[src/design/ptst_pkg.sv]
// Package for the periodic tick scheduler table.
// Types, widths and codes shared by the interfaces and all modules.
// No dependencies.
package ptst_pkg;

  localparam int ID_W   = 16;
  localparam int IVAL_W = 16;
  localparam int VAL_W  = 15;
  localparam int CMD_W  = 2;
  localparam int KIND_W = 2;

  typedef enum logic [CMD_W-1:0] {
    CMD_TICK  = 2'd0,
    CMD_SET   = 2'd1,
    CMD_QUERY = 2'd2
  } cmd_e;

  typedef enum logic [KIND_W-1:0] {
    KIND_FIRE  = 2'd0,
    KIND_TICK  = 2'd1,
    KIND_SET   = 2'd2,
    KIND_QUERY = 2'd3
  } kind_e;

  typedef enum logic [2:0] {
    ST_IDLE,
    ST_WALK,
    ST_TICK_DONE,
    ST_FIND,
    ST_APPLY,
    ST_MOVE,
    ST_REPLY
  } st_e;

  typedef struct packed {
    logic [ID_W-1:0]   client;
    logic [IVAL_W-1:0] countdown;
    logic [IVAL_W-1:0] period;
    logic              handler;
  } entry_t;

  typedef struct packed {
    kind_e             kind;
    logic [ID_W-1:0]   client;
    logic [VAL_W-1:0]  value;
    logic              last;
  } res_t;

  typedef struct packed {
    logic wr_en;
    logic rd_en;
  } tbl_ctl_t;

endpackage

[src/design/ptst_if.sv]
// Request and result channel interfaces (valid/ready handshake).
// Depends on ptst_pkg.
interface ptst_req_if;
  logic                                valid;
  logic                                ready;
  logic [ptst_pkg::CMD_W-1:0]          cmd;
  logic [ptst_pkg::ID_W-1:0]           client_id;
  logic signed [ptst_pkg::IVAL_W-1:0]  interval;
  logic                                has_handler;
  logic                                is_destroyed;

  modport source (output valid, cmd, client_id, interval, has_handler, is_destroyed,
                  input ready);
  modport sink   (input valid, cmd, client_id, interval, has_handler, is_destroyed,
                  output ready);
endinterface

interface ptst_res_if;
  logic                          valid;
  logic                          ready;
  logic [ptst_pkg::KIND_W-1:0]   kind;
  logic [ptst_pkg::ID_W-1:0]     client_id_res;
  logic [ptst_pkg::VAL_W-1:0]    value;
  logic                          last;

  modport source (output valid, kind, client_id_res, value, last, input ready);
  modport sink   (input valid, kind, client_id_res, value, last, output ready);
endinterface

[src/design/ptst_table.sv]
// Entry table: one write port, one read port with registered read data.
// Depends on ptst_pkg.
module ptst_table #(
  parameter int ENTRIES = 32,
  parameter int IW      = 5
) (
  input  logic                clk_i,
  input  ptst_pkg::tbl_ctl_t  ctl_i,
  input  logic [IW-1:0]       waddr_i,
  input  ptst_pkg::entry_t    wdata_i,
  input  logic [IW-1:0]       raddr_i,
  output ptst_pkg::entry_t    rdata_o
);

  ptst_pkg::entry_t mem_q [ENTRIES];
  ptst_pkg::entry_t rdata_q;

  always_ff @(posedge clk_i) begin
    if (ctl_i.wr_en) begin
      mem_q[waddr_i] <= wdata_i;
    end
    // read data holds while no read is issued
    if (ctl_i.rd_en) begin
      rdata_q <= mem_q[raddr_i];
    end
  end

  assign rdata_o = rdata_q;

endmodule

[src/design/ptst_out.sv]
// Result output register between the sequencer and the result channel.
// Depends on ptst_pkg and ptst_if.
module ptst_out (
  input  logic             clk_i,
  input  logic             rst_ni,
  input  logic             res_valid_i,
  input  ptst_pkg::res_t   res_i,
  output logic             res_ready_o,
  ptst_res_if.source       res_o
);

  logic           valid_q, valid_d;
  ptst_pkg::res_t data_q;
  logic           load;

  assign res_ready_o = !valid_q || res_o.ready;
  assign load        = res_valid_i && res_ready_o;

  always_comb begin
    valid_d = valid_q;
    if (load) begin
      valid_d = 1'b1;
    end else if (res_o.ready) begin
      valid_d = 1'b0;
    end
  end

  always_ff @(posedge clk_i or negedge rst_ni) begin
    if (!rst_ni) begin
      valid_q <= 1'b0;
    end else begin
      valid_q <= valid_d;
    end
  end

  always_ff @(posedge clk_i) begin
    if (load) begin
      data_q <= res_i;
    end
  end

  assign res_o.valid         = valid_q;
  assign res_o.kind          = data_q.kind;
  assign res_o.client_id_res = data_q.client;
  assign res_o.value         = data_q.value;
  assign res_o.last          = data_q.last;

endmodule

[src/design/ptst_seq.sv]
// Sequencer: walks, searches and compacts the entry table one entry a cycle, unless a
// firing entry waits on the result side. Depends on ptst_pkg and ptst_if; drives ptst_table and ptst_out.
module ptst_seq #(
  parameter int ENTRIES = 32,
  parameter int IW      = 5,
  parameter int CW      = 6
) (
  input  logic                clk_i,
  input  logic                rst_ni,
  input  logic                beat_enable_i,
  ptst_req_if.sink            req_i,
  output ptst_pkg::tbl_ctl_t  tbl_ctl_o,
  output logic [IW-1:0]       waddr_o,
  output ptst_pkg::entry_t    wdata_o,
  output logic [IW-1:0]       raddr_o,
  input  ptst_pkg::entry_t    rdata_i,
  output logic                res_valid_o,
  output ptst_pkg::res_t      res_o,
  input  logic                res_ready_i
);

  localparam int XW = CW + 1;

  ptst_pkg::st_e  state_q, state_d;
  logic [IW-1:0]  idx_q, idx_d;
  logic [CW-1:0]  count_q, count_d;
  logic [CW-1:0]  fires_q, fires_d;
  logic           found_q, found_d;
  logic [ptst_pkg::VAL_W-1:0] val_q, val_d;

  // request fields held for the duration of the item
  ptst_pkg::cmd_e               cmd_q;
  logic [ptst_pkg::ID_W-1:0]    id_q;
  logic [ptst_pkg::IVAL_W-1:0]  ival_q;
  logic                         hnd_q;

  logic                         accept;
  logic [XW-1:0]                idx_x, cnt_x;
  logic [ptst_pkg::IVAL_W-1:0]  cd;
  logic                         fire;
  logic                         id_hit;
  logic                         ival_zero, ival_neg;

  assign req_i.ready = (state_q == ptst_pkg::ST_IDLE);
  assign accept      = req_i.valid && req_i.ready;

  assign idx_x     = XW'(idx_q);
  assign cnt_x     = XW'(count_q);
  assign cd        = rdata_i.countdown - ptst_pkg::IVAL_W'(1);
  assign fire      = rdata_i.handler && ((cd == '0) || cd[ptst_pkg::IVAL_W-1]);
  assign id_hit    = (rdata_i.client == id_q);
  assign ival_zero = (ival_q == '0);
  assign ival_neg  = ival_q[ptst_pkg::IVAL_W-1];

  always_ff @(posedge clk_i) begin
    if (accept) begin
      cmd_q  <= ptst_pkg::cmd_e'(req_i.cmd);
      id_q   <= req_i.client_id;
      ival_q <= req_i.interval;
      hnd_q  <= req_i.has_handler;
    end
  end

  always_comb begin
    state_d     = state_q;
    idx_d       = idx_q;
    count_d     = count_q;
    fires_d     = fires_q;
    found_d     = found_q;
    val_d       = val_q;
    tbl_ctl_o   = '0;
    waddr_o     = idx_q;
    raddr_o     = idx_q;
    wdata_o     = rdata_i;
    res_valid_o = 1'b0;
    res_o       = '{kind: ptst_pkg::KIND_FIRE, client: '0, value: '0, last: 1'b0};

    case (state_q)
      ptst_pkg::ST_IDLE: begin
        if (accept) begin
          case (ptst_pkg::cmd_e'(req_i.cmd))
            ptst_pkg::CMD_TICK: begin
              fires_d = '0;
              if (beat_enable_i && (count_q != '0)) begin
                tbl_ctl_o.rd_en = 1'b1;
                raddr_o         = '0;
                idx_d           = '0;
                state_d         = ptst_pkg::ST_WALK;
              end else begin
                state_d = ptst_pkg::ST_TICK_DONE;
              end
            end
            ptst_pkg::CMD_SET, ptst_pkg::CMD_QUERY: begin
              if ((ptst_pkg::cmd_e'(req_i.cmd) == ptst_pkg::CMD_SET) &&
                  req_i.is_destroyed) begin
                val_d   = '0;
                state_d = ptst_pkg::ST_REPLY;
              end else if (count_q != '0) begin
                // search from the top: the last matching entry wins
                tbl_ctl_o.rd_en = 1'b1;
                raddr_o         = IW'(count_q - CW'(1));
                idx_d           = IW'(count_q - CW'(1));
                state_d         = ptst_pkg::ST_FIND;
              end else begin
                found_d = 1'b0;
                state_d = ptst_pkg::ST_APPLY;
              end
            end
            default: begin
              state_d = ptst_pkg::ST_IDLE;
            end
          endcase
        end
      end

      ptst_pkg::ST_WALK: begin
        if (!fire || res_ready_i) begin
          tbl_ctl_o.wr_en = 1'b1;
          waddr_o         = idx_q;
          wdata_o.countdown = fire ? rdata_i.period : cd;
          if (fire) begin
            res_valid_o  = 1'b1;
            res_o.kind   = ptst_pkg::KIND_FIRE;
            res_o.client = rdata_i.client;
            fires_d      = fires_q + CW'(1);
          end
          if ((idx_x + XW'(1)) == cnt_x) begin
            state_d = ptst_pkg::ST_TICK_DONE;
          end else begin
            tbl_ctl_o.rd_en = 1'b1;
            raddr_o         = IW'(idx_x + XW'(1));
            idx_d           = IW'(idx_x + XW'(1));
          end
        end
      end

      ptst_pkg::ST_TICK_DONE: begin
        res_valid_o = 1'b1;
        res_o.kind  = ptst_pkg::KIND_TICK;
        res_o.value = ptst_pkg::VAL_W'(fires_q);
        res_o.last  = 1'b1;
        if (res_ready_i) begin
          state_d = ptst_pkg::ST_IDLE;
        end
      end

      ptst_pkg::ST_FIND: begin
        if (id_hit) begin
          found_d = 1'b1;
          state_d = ptst_pkg::ST_APPLY;
        end else if (idx_q == '0) begin
          found_d = 1'b0;
          state_d = ptst_pkg::ST_APPLY;
        end else begin
          tbl_ctl_o.rd_en = 1'b1;
          raddr_o         = idx_q - IW'(1);
          idx_d           = idx_q - IW'(1);
        end
      end

      ptst_pkg::ST_APPLY: begin
        state_d = ptst_pkg::ST_REPLY;
        val_d   = '0;
        if (cmd_q == ptst_pkg::CMD_QUERY) begin
          if (found_q) begin
            val_d = rdata_i.period[ptst_pkg::VAL_W-1:0];
          end
        end else if (ival_zero) begin
          if (found_q) begin
            if ((idx_x + XW'(1)) < cnt_x) begin
              tbl_ctl_o.rd_en = 1'b1;
              raddr_o         = IW'(idx_x + XW'(1));
              state_d         = ptst_pkg::ST_MOVE;
            end else begin
              count_d = count_q - CW'(1);
              val_d   = ptst_pkg::VAL_W'(1);
            end
          end
        end else if (found_q) begin
          if (!ival_neg) begin
            tbl_ctl_o.wr_en   = 1'b1;
            waddr_o           = idx_q;
            wdata_o.period    = ival_q;
            wdata_o.countdown = ival_q;
            val_d             = ptst_pkg::VAL_W'(1);
          end
        end else if (cnt_x < XW'(ENTRIES)) begin
          tbl_ctl_o.wr_en   = 1'b1;
          waddr_o           = IW'(count_q);
          wdata_o.client    = id_q;
          wdata_o.period    = ival_neg ? ptst_pkg::IVAL_W'(1) : ival_q;
          wdata_o.countdown = ival_neg ? ptst_pkg::IVAL_W'(1) : ival_q;
          wdata_o.handler   = hnd_q;
          count_d           = count_q + CW'(1);
          val_d             = ptst_pkg::VAL_W'(1);
        end
      end

      ptst_pkg::ST_MOVE: begin
        // read data holds entry idx+1; shift it down one place
        tbl_ctl_o.wr_en = 1'b1;
        waddr_o         = idx_q;
        if ((idx_x + XW'(2)) < cnt_x) begin
          tbl_ctl_o.rd_en = 1'b1;
          raddr_o         = IW'(idx_x + XW'(2));
          idx_d           = IW'(idx_x + XW'(1));
        end else begin
          count_d = count_q - CW'(1);
          val_d   = ptst_pkg::VAL_W'(1);
          state_d = ptst_pkg::ST_REPLY;
        end
      end

      ptst_pkg::ST_REPLY: begin
        res_valid_o  = 1'b1;
        res_o.kind   = (cmd_q == ptst_pkg::CMD_QUERY) ? ptst_pkg::KIND_QUERY
                                                      : ptst_pkg::KIND_SET;
        res_o.client = id_q;
        res_o.value  = val_q;
        res_o.last   = 1'b1;
        if (res_ready_i) begin
          state_d = ptst_pkg::ST_IDLE;
        end
      end

      default: begin
        state_d = ptst_pkg::ST_IDLE;
      end
    endcase
  end

  always_ff @(posedge clk_i or negedge rst_ni) begin
    if (!rst_ni) begin
      state_q <= ptst_pkg::ST_IDLE;
      count_q <= '0;
      idx_q   <= '0;
      fires_q <= '0;
      found_q <= 1'b0;
      val_q   <= '0;
    end else begin
      state_q <= state_d;
      count_q <= count_d;
      idx_q   <= idx_d;
      fires_q <= fires_d;
      found_q <= found_d;
      val_q   <= val_d;
    end
  end

  a_count_bound: assert property (@(posedge clk_i) disable iff (!rst_ni)
    count_q <= CW'(ENTRIES))
    else $error("entry count exceeds table size");

  a_no_port_clash: assert property (@(posedge clk_i) disable iff (!rst_ni)
    (tbl_ctl_o.wr_en && tbl_ctl_o.rd_en) |-> (waddr_o != raddr_o))
    else $error("read and write to the same entry in one cycle");

  a_walk_keeps_count: assert property (@(posedge clk_i) disable iff (!rst_ni)
    (state_q == ptst_pkg::ST_WALK) |=> (count_q == $past(count_q)))
    else $error("entry count changed during a tick walk");

  a_last_ends_item: assert property (@(posedge clk_i) disable iff (!rst_ni)
    (res_valid_o && res_ready_i && res_o.last) |=> (state_q == ptst_pkg::ST_IDLE))
    else $error("final result did not return the sequencer to idle");

endmodule

[src/design/periodic_tick_scheduler_table_top.sv]
// Channel   Dir  Handshake     Payload
// req_i     in   valid/ready   cmd, client_id, interval, has_handler, is_destroyed
// res_o     out  valid/ready   kind, client_id_res, value, last
// cfg       in   cfg_we_i      cfg_wdata_i (beat_enable)
//
// A tick walks the N table entries one entry a cycle through the single table read
// port, unless a firing entry waits on a result stall. Set and query search from the
// top, one entry a cycle; a remove then compacts the table at one entry a cycle.
// Reset clears the entry count and the sequencer state but not the table; no clearing
// pass. The request is taken only while the sequencer is idle. Depends on ptst_pkg,
// ptst_if and submodules.
module periodic_tick_scheduler_table_top #(
  parameter int ENTRIES = 32
) (
  input  logic        clk_i,
  input  logic        rst_ni,
  input  logic        cfg_we_i,
  input  logic        cfg_wdata_i,
  ptst_req_if.sink    req_i,
  ptst_res_if.source  res_o
);

  localparam int IW = (ENTRIES > 1) ? $clog2(ENTRIES) : 1;
  localparam int CW = $clog2(ENTRIES + 1);

  logic               beat_enable_q;
  ptst_pkg::tbl_ctl_t tbl_ctl;
  logic [IW-1:0]      waddr, raddr;
  ptst_pkg::entry_t   wdata, rdata;
  logic               res_valid, res_ready;
  ptst_pkg::res_t     res;

  always_ff @(posedge clk_i or negedge rst_ni) begin
    if (!rst_ni) begin
      beat_enable_q <= 1'b1;
    end else if (cfg_we_i) begin
      beat_enable_q <= cfg_wdata_i;
    end
  end

  ptst_seq #(
    .ENTRIES (ENTRIES),
    .IW      (IW),
    .CW      (CW)
  ) u_seq (
    .clk_i         (clk_i),
    .rst_ni        (rst_ni),
    .beat_enable_i (beat_enable_q),
    .req_i         (req_i),
    .tbl_ctl_o     (tbl_ctl),
    .waddr_o       (waddr),
    .wdata_o       (wdata),
    .raddr_o       (raddr),
    .rdata_i       (rdata),
    .res_valid_o   (res_valid),
    .res_o         (res),
    .res_ready_i   (res_ready)
  );

  ptst_table #(
    .ENTRIES (ENTRIES),
    .IW      (IW)
  ) u_table (
    .clk_i   (clk_i),
    .ctl_i   (tbl_ctl),
    .waddr_i (waddr),
    .wdata_i (wdata),
    .raddr_i (raddr),
    .rdata_o (rdata)
  );

  ptst_out u_out (
    .clk_i       (clk_i),
    .rst_ni      (rst_ni),
    .res_valid_i (res_valid),
    .res_i       (res),
    .res_ready_o (res_ready),
    .res_o       (res_o)
  );

endmodule

[src/flat_wrapper.sv]
// flat-port wrapper written by rule: the top's interface ports become plain ports
module periodic_tick_scheduler_table_top_flat 
#(
  parameter int ENTRIES = 32
)
  (clk_i, rst_ni, cfg_we_i, cfg_wdata_i, req_i_valid, req_i_cmd, req_i_client_id, req_i_interval, req_i_has_handler, req_i_is_destroyed, req_i_ready, res_o_valid, res_o_kind, res_o_client_id_res, res_o_value, res_o_last, res_o_ready);
  ptst_req_if req_i_i ();
  ptst_res_if res_o_i ();
  input  logic clk_i;
  input  logic rst_ni;
  input  logic cfg_we_i;
  input  logic cfg_wdata_i;
  input wire logic [$bits(req_i_i.valid)-1:0] req_i_valid;
  input wire logic [$bits(req_i_i.cmd)-1:0] req_i_cmd;
  input wire logic [$bits(req_i_i.client_id)-1:0] req_i_client_id;
  input wire logic [$bits(req_i_i.interval)-1:0] req_i_interval;
  input wire logic [$bits(req_i_i.has_handler)-1:0] req_i_has_handler;
  input wire logic [$bits(req_i_i.is_destroyed)-1:0] req_i_is_destroyed;
  output wire logic [$bits(req_i_i.ready)-1:0] req_i_ready;
  output wire logic [$bits(res_o_i.valid)-1:0] res_o_valid;
  output wire logic [$bits(res_o_i.kind)-1:0] res_o_kind;
  output wire logic [$bits(res_o_i.client_id_res)-1:0] res_o_client_id_res;
  output wire logic [$bits(res_o_i.value)-1:0] res_o_value;
  output wire logic [$bits(res_o_i.last)-1:0] res_o_last;
  input wire logic [$bits(res_o_i.ready)-1:0] res_o_ready;
  assign req_i_i.valid = req_i_valid;
  assign req_i_i.cmd = req_i_cmd;
  assign req_i_i.client_id = req_i_client_id;
  assign req_i_i.interval = req_i_interval;
  assign req_i_i.has_handler = req_i_has_handler;
  assign req_i_i.is_destroyed = req_i_is_destroyed;
  assign req_i_ready = req_i_i.ready;
  assign res_o_valid = res_o_i.valid;
  assign res_o_kind = res_o_i.kind;
  assign res_o_client_id_res = res_o_i.client_id_res;
  assign res_o_value = res_o_i.value;
  assign res_o_last = res_o_i.last;
  assign res_o_i.ready = res_o_ready;
  periodic_tick_scheduler_table_top #(.ENTRIES(ENTRIES)) u_core (.clk_i(clk_i), .rst_ni(rst_ni), .cfg_we_i(cfg_we_i), .cfg_wdata_i(cfg_wdata_i), .req_i(req_i_i), .res_o(res_o_i));
endmodule
[config.mk]
export PLATFORM = sky130hd
export DESIGN_NAME = periodic_tick_scheduler_table_top_flat
export DESIGN_NICKNAME = d
export VERILOG_FILES = /design/src/design/ptst_pkg.sv /design/src/design/ptst_if.sv /design/src/design/ptst_table.sv /design/src/design/ptst_out.sv /design/src/design/ptst_seq.sv /design/src/design/periodic_tick_scheduler_table_top.sv /design/src/flat_wrapper.sv
export SDC_FILE = /design/constraint.sdc
export NUM_CORES = 2
export LEC_CHECK = 0
export ABC_AREA = 1
export ABC_CLOCK_PERIOD_IN_PS = 12150
export BUFFER_PORTS_ARGS = -buffer_cell sky130_fd_sc_hd__buf_2
export CAP_MARGIN = 20
export CORE_AREA = 2 2 397 497
export CTS_CLUSTER_DIAMETER = 30
export DETAILED_ROUTE_END_ITERATION = 7
export DIE_AREA = 0 0 399 499
export HOLD_SLACK_MARGIN = 0.03
export PLACE_DENSITY = 0.66
export SLEW_MARGIN = 10
export SYNTH_ARGS = -nofsm -noshare
export SYNTH_HDL_FRONTEND = slang
export SYNTH_SLANG_ARGS = --single-unit
[constraint.sdc]
create_clock -name clk_i -period 12.15 [get_ports clk_i]
set_clock_uncertainty 0.2 [all_clocks]
set_input_delay 0.6075 -clock clk_i [delete_from_list [all_inputs] [get_ports clk_i]]
set_output_delay 0.6075 -clock clk_i [all_outputs]
set_load 0.1 [all_outputs]
==> run summary <==
The average via count per standard cell was 5.51. The mapped netlist covers 0.0773 mm^2. The area of the core is 0.194 mm^2. The overall routed net length is 228 mm. Most common cell after layout, fill and taps aside: nand3_1. Once the floorplan was initialized, standard cells occupied 39.8% of the core. Max-cap violations in this run came to 0. Timing would allow up to 140 MHz. For the worst-skew pair later-pin latency, the log shows 860 ps.

Synthesis produced a netlist whose cell count is 7299. The share of the Yosys chip area taken by registers is 66.8%. The run gives 337 mm as the wire length of the first global-routing pass. The number of setup buffers added after CTS is 0. After filler insertion, the fill cell instance count of the layout stands at 17.4k.

At the pin with the least slew margin, the transition time is 1210 ps. In this run, distinct cell masters in the synthesized netlist total 52. The flow ran to the end, and the final reports show no timing, DRC or antenna violations. CTS built an H-tree with a depth of 4. After floorplanning, the core was divided into 181 placement rows. After legalization and detailed placement, the total HPWL measured 116 mm.

STA classifies the critical path endpoint as a register. The logs give 7409 for the final net count and 55.6k for the detailed-route via count. The width of the chip was 399 um.

The sequential cells in the finished layout cover a total of 0.0516 mm^2. TritonCTS built the clock tree. Measured along the y axis, the die boundary spans 499 um. The hold violation total from the final report came out at 0. Summed over all layers, the global routing overflow is 0.

In the synthesized netlist the dominant register cell turns out to be edfxtp_1. The fraction of synthesized cell area in xor and xnor cells was 0.329%; the TritonCTS buffer count was 226. Yosys mapped a number of flops with a built-in enable equal to 1686.

The per-cell routed wire length works out to 22.6 um. The layout overhead on the synthesized area is 14.7%, and the fraction of final layout cells with drive strength greater than 1 is 9.62%. Setup total negative slack on the finished layout was measured at 0 ps. The tools report the number of detailed-routing iterations run before antenna repair as 6.

Classification of the worst setup path: register to register. Entering global routing, the biggest net connects 214 pins. Synthesis warning total: 0.

The mean post-synth cell area is 10.6 um^2. Along the worst path, the maximum fanout reaches 125. The post-synthesis adder-cell area fraction came out at 0.405%. In this run the tightest slew margin relative to its limit is 19.1%. Summing the areas of all compound-gate instances in the mapped netlist gives 1.72% of the synthesized area. The arrival time of the worst setup path was 7550 ps. The number of antenna violations at the first check in global routing was 3; the clock net sink count was 1724.

The count of placed standard cells including taps came out at 9629. The count of nets left with antenna violations once routing finished came out at 0. The synthesized net count was 7366; the all-layer global routing usage was 22.5%. At the worst endpoint, the required time is 12550 ps. In the final layout, the multi-input gates occupy 0.0202 mm^2.

CTS placed an instance of clkbuf_16 at the clock tree root. For the overall die area, the log shows 0.199 mm^2. The via count of the first global-routing pass is 53.5k, and the non-filler instance count after layout is 10.1k. The tools report the number of ports placed on the die boundary as 78.

During placement, the flow inserted port buffers numbering 77. Setup repair after global routing left no endpoint under its margin. The total of endpoints with negative setup slack in the final report is 0. The placer congestion estimate was 0.965. In this run, post-CTS repair resized a total of 0 instances. The class of the tightest hold or removal check is input port to register. The count of state elements after synthesis was 1724; the violation count after the first detailed-routing iteration was 7399.

In the layout the commonest cells are nand3_1 (1716), nand2_1 (1707), edfxtp_1 (1686), inv_1 (979), nand3b_1 (246). The post-route fraction of the period consumed by the critical path was 58.8%. Cells fill 45.6% of the core in the end. For this run, design rule violations remaining after detail routing come to 0.

The mux share of post-synthesis cell area was 0.0292%; the number of cells on the worst reg-to-reg path was 23. Total count of max-transition violations in the final report: 0. The worst setup path is launched from a register. The synthesized netlist devotes 23.0% of its cell area to simple gates. After synthesis, the largest family of logic cells by area is simple AND/OR/NAND/NOR gates. For the maximum buffer depth of the clock tree, the log shows 3.

After layout, the minimum clock period comes to 7140 ps. After synthesis, the share of flip-flops with an asynchronous set or reset is 2.20%. The cell depth of the worst min-delay path was 7. Clock-pin slew was measured on the worst setup and hold paths at 60 ps.
[worst max-delay path: stages (launching register included)]
cell and delay [ps]:
dfrtp_1 550, clkinv_1 360, ha_1 450, ha_1 290, nand2_1 80, o21ai_0 80
nand4_1 90, nand2_1 70, nor2_2 180, nand2_1 90, nand2_2 110, nand3_1 100
a21oi_2 220, nand3_4 640, nand2_8 1000, buf_4 700, buf_4 800, nand2_1 160
nand3_1 120, nand3_1 90, nand3_1 90, nand2_1 60, nand2_1 70, nand2_1 70
[registers in the layout (all words and copies together) (netlist names)]
signal and count:
u_core.beat_enable_q 1, u_core.u_out.res_o.client_id_res 16, u_core.u_out.res_o.kind 2, u_core.u_out.res_o.last 1
u_core.u_out.res_o.valid 1, u_core.u_out.res_o.value 15, u_core.u_seq.cmd_q 2, u_core.u_seq.count_q 6
u_core.u_seq.fires_q 6, u_core.u_seq.found_q 1, u_core.u_seq.hnd_q 1, u_core.u_seq.id_q 16
u_core.u_seq.idx_q 5, u_core.u_seq.ival_q 16, u_core.u_seq.state_q 3, u_core.u_seq.val_q 15
u_core.u_table.mem_q 1568, u_core.u_table.rdata_o 49
[Yosys cell counts, types with 9 or more instances]
cell type	instances	area, um^2
nor3_1	14	70.1
clkbuf_1	90	338
ha_1	25	313
inv_2	9	33.8
nand3_1	1716	8590
o22ai_1	35	219
edfxtp_1	1686	50600
nor2_1	128	480
inv_1	980	3680
nand2_1	1709	6410
xor2_1	15	131
xnor2_1	14	123
nand3b_1	246	1850
a21oi_1	32	160
o221ai_1	9	78.8
buf_1	44	165
nand4_1	16	100
o2111ai_1	9	78.8
buf_4	71	533
buf_2	229	1150
dfrtp_1	37	926
o21ai_0	98	490
[logic make-up (layout without fill, tap and decap cells)]
group | after synthesis | after routing
and+or+nand+nor | 3859 | 3859
DFF | 1724 | 1724
buffers and inverters | 1440 | 1684
AOI/OAI and AO/OA | 220 | 220
xor gates and xnor gates | 29 | 29
adders and majority gates | 25 | 25
muxes | 2 | 2
other | 0 | 2
[routing by layer]
metal,routed length (um),track usage (%),up-vias
met2,109000,37.4,3063
met5,18,0,-
li1,-,-,24900
met1,88400,28.9,27000
met3,20900,3.70,605
met4,9980,9.66,2
[final timing paths]
path                                         from                          to  slack, ps
max in group asynchronous                  rst_ni       u_core.u_seq.val_q[5]      10880
min                            req_i_is_destroyed        u_core.u_seq.found_q        240
max                         u_core.u_seq.idx_q[0]  u_core.u_table.rdata_o[28]       5010
min in group asynchronous                  rst_ni     u_core.u_seq.count_q[5]        250
min reg2reg                u_core.u_seq.val_q[14]      u_core.u_seq.val_q[14]        320
max reg2reg                 u_core.u_seq.idx_q[0]  u_core.u_table.rdata_o[28]       5010
[metrics by stage]
step	hold WS, ps	setup slack, ps	cell area, um^2
detailed placement	313	5220	80200
CTS	135	5160	88500
global placement	306	5350	80100
global route	238	4620	88600
finish	235	5010	88600
floorplan	112	6140	77300
[layout make-up]
type	instances	share of cell area, %
well taps	2562	3.62
flip-flops and latches	1724	58.2
clock inverters	185	2.34
clock buffers	244	6.50
multi-input cells	4135	22.8
diodes	2	0.00565
inverters	998	4.26
repair buffers	257	2.27
[timing repair]
item | CTS | global route
hold buffers | 40 | 0
hold endpoints to repair | 77 | 0
setup endpoints to repair | 0 | 0
Power is not shown: default switching activity piles up to over one toggle a cycle in this logic, so the estimate is an artifact.
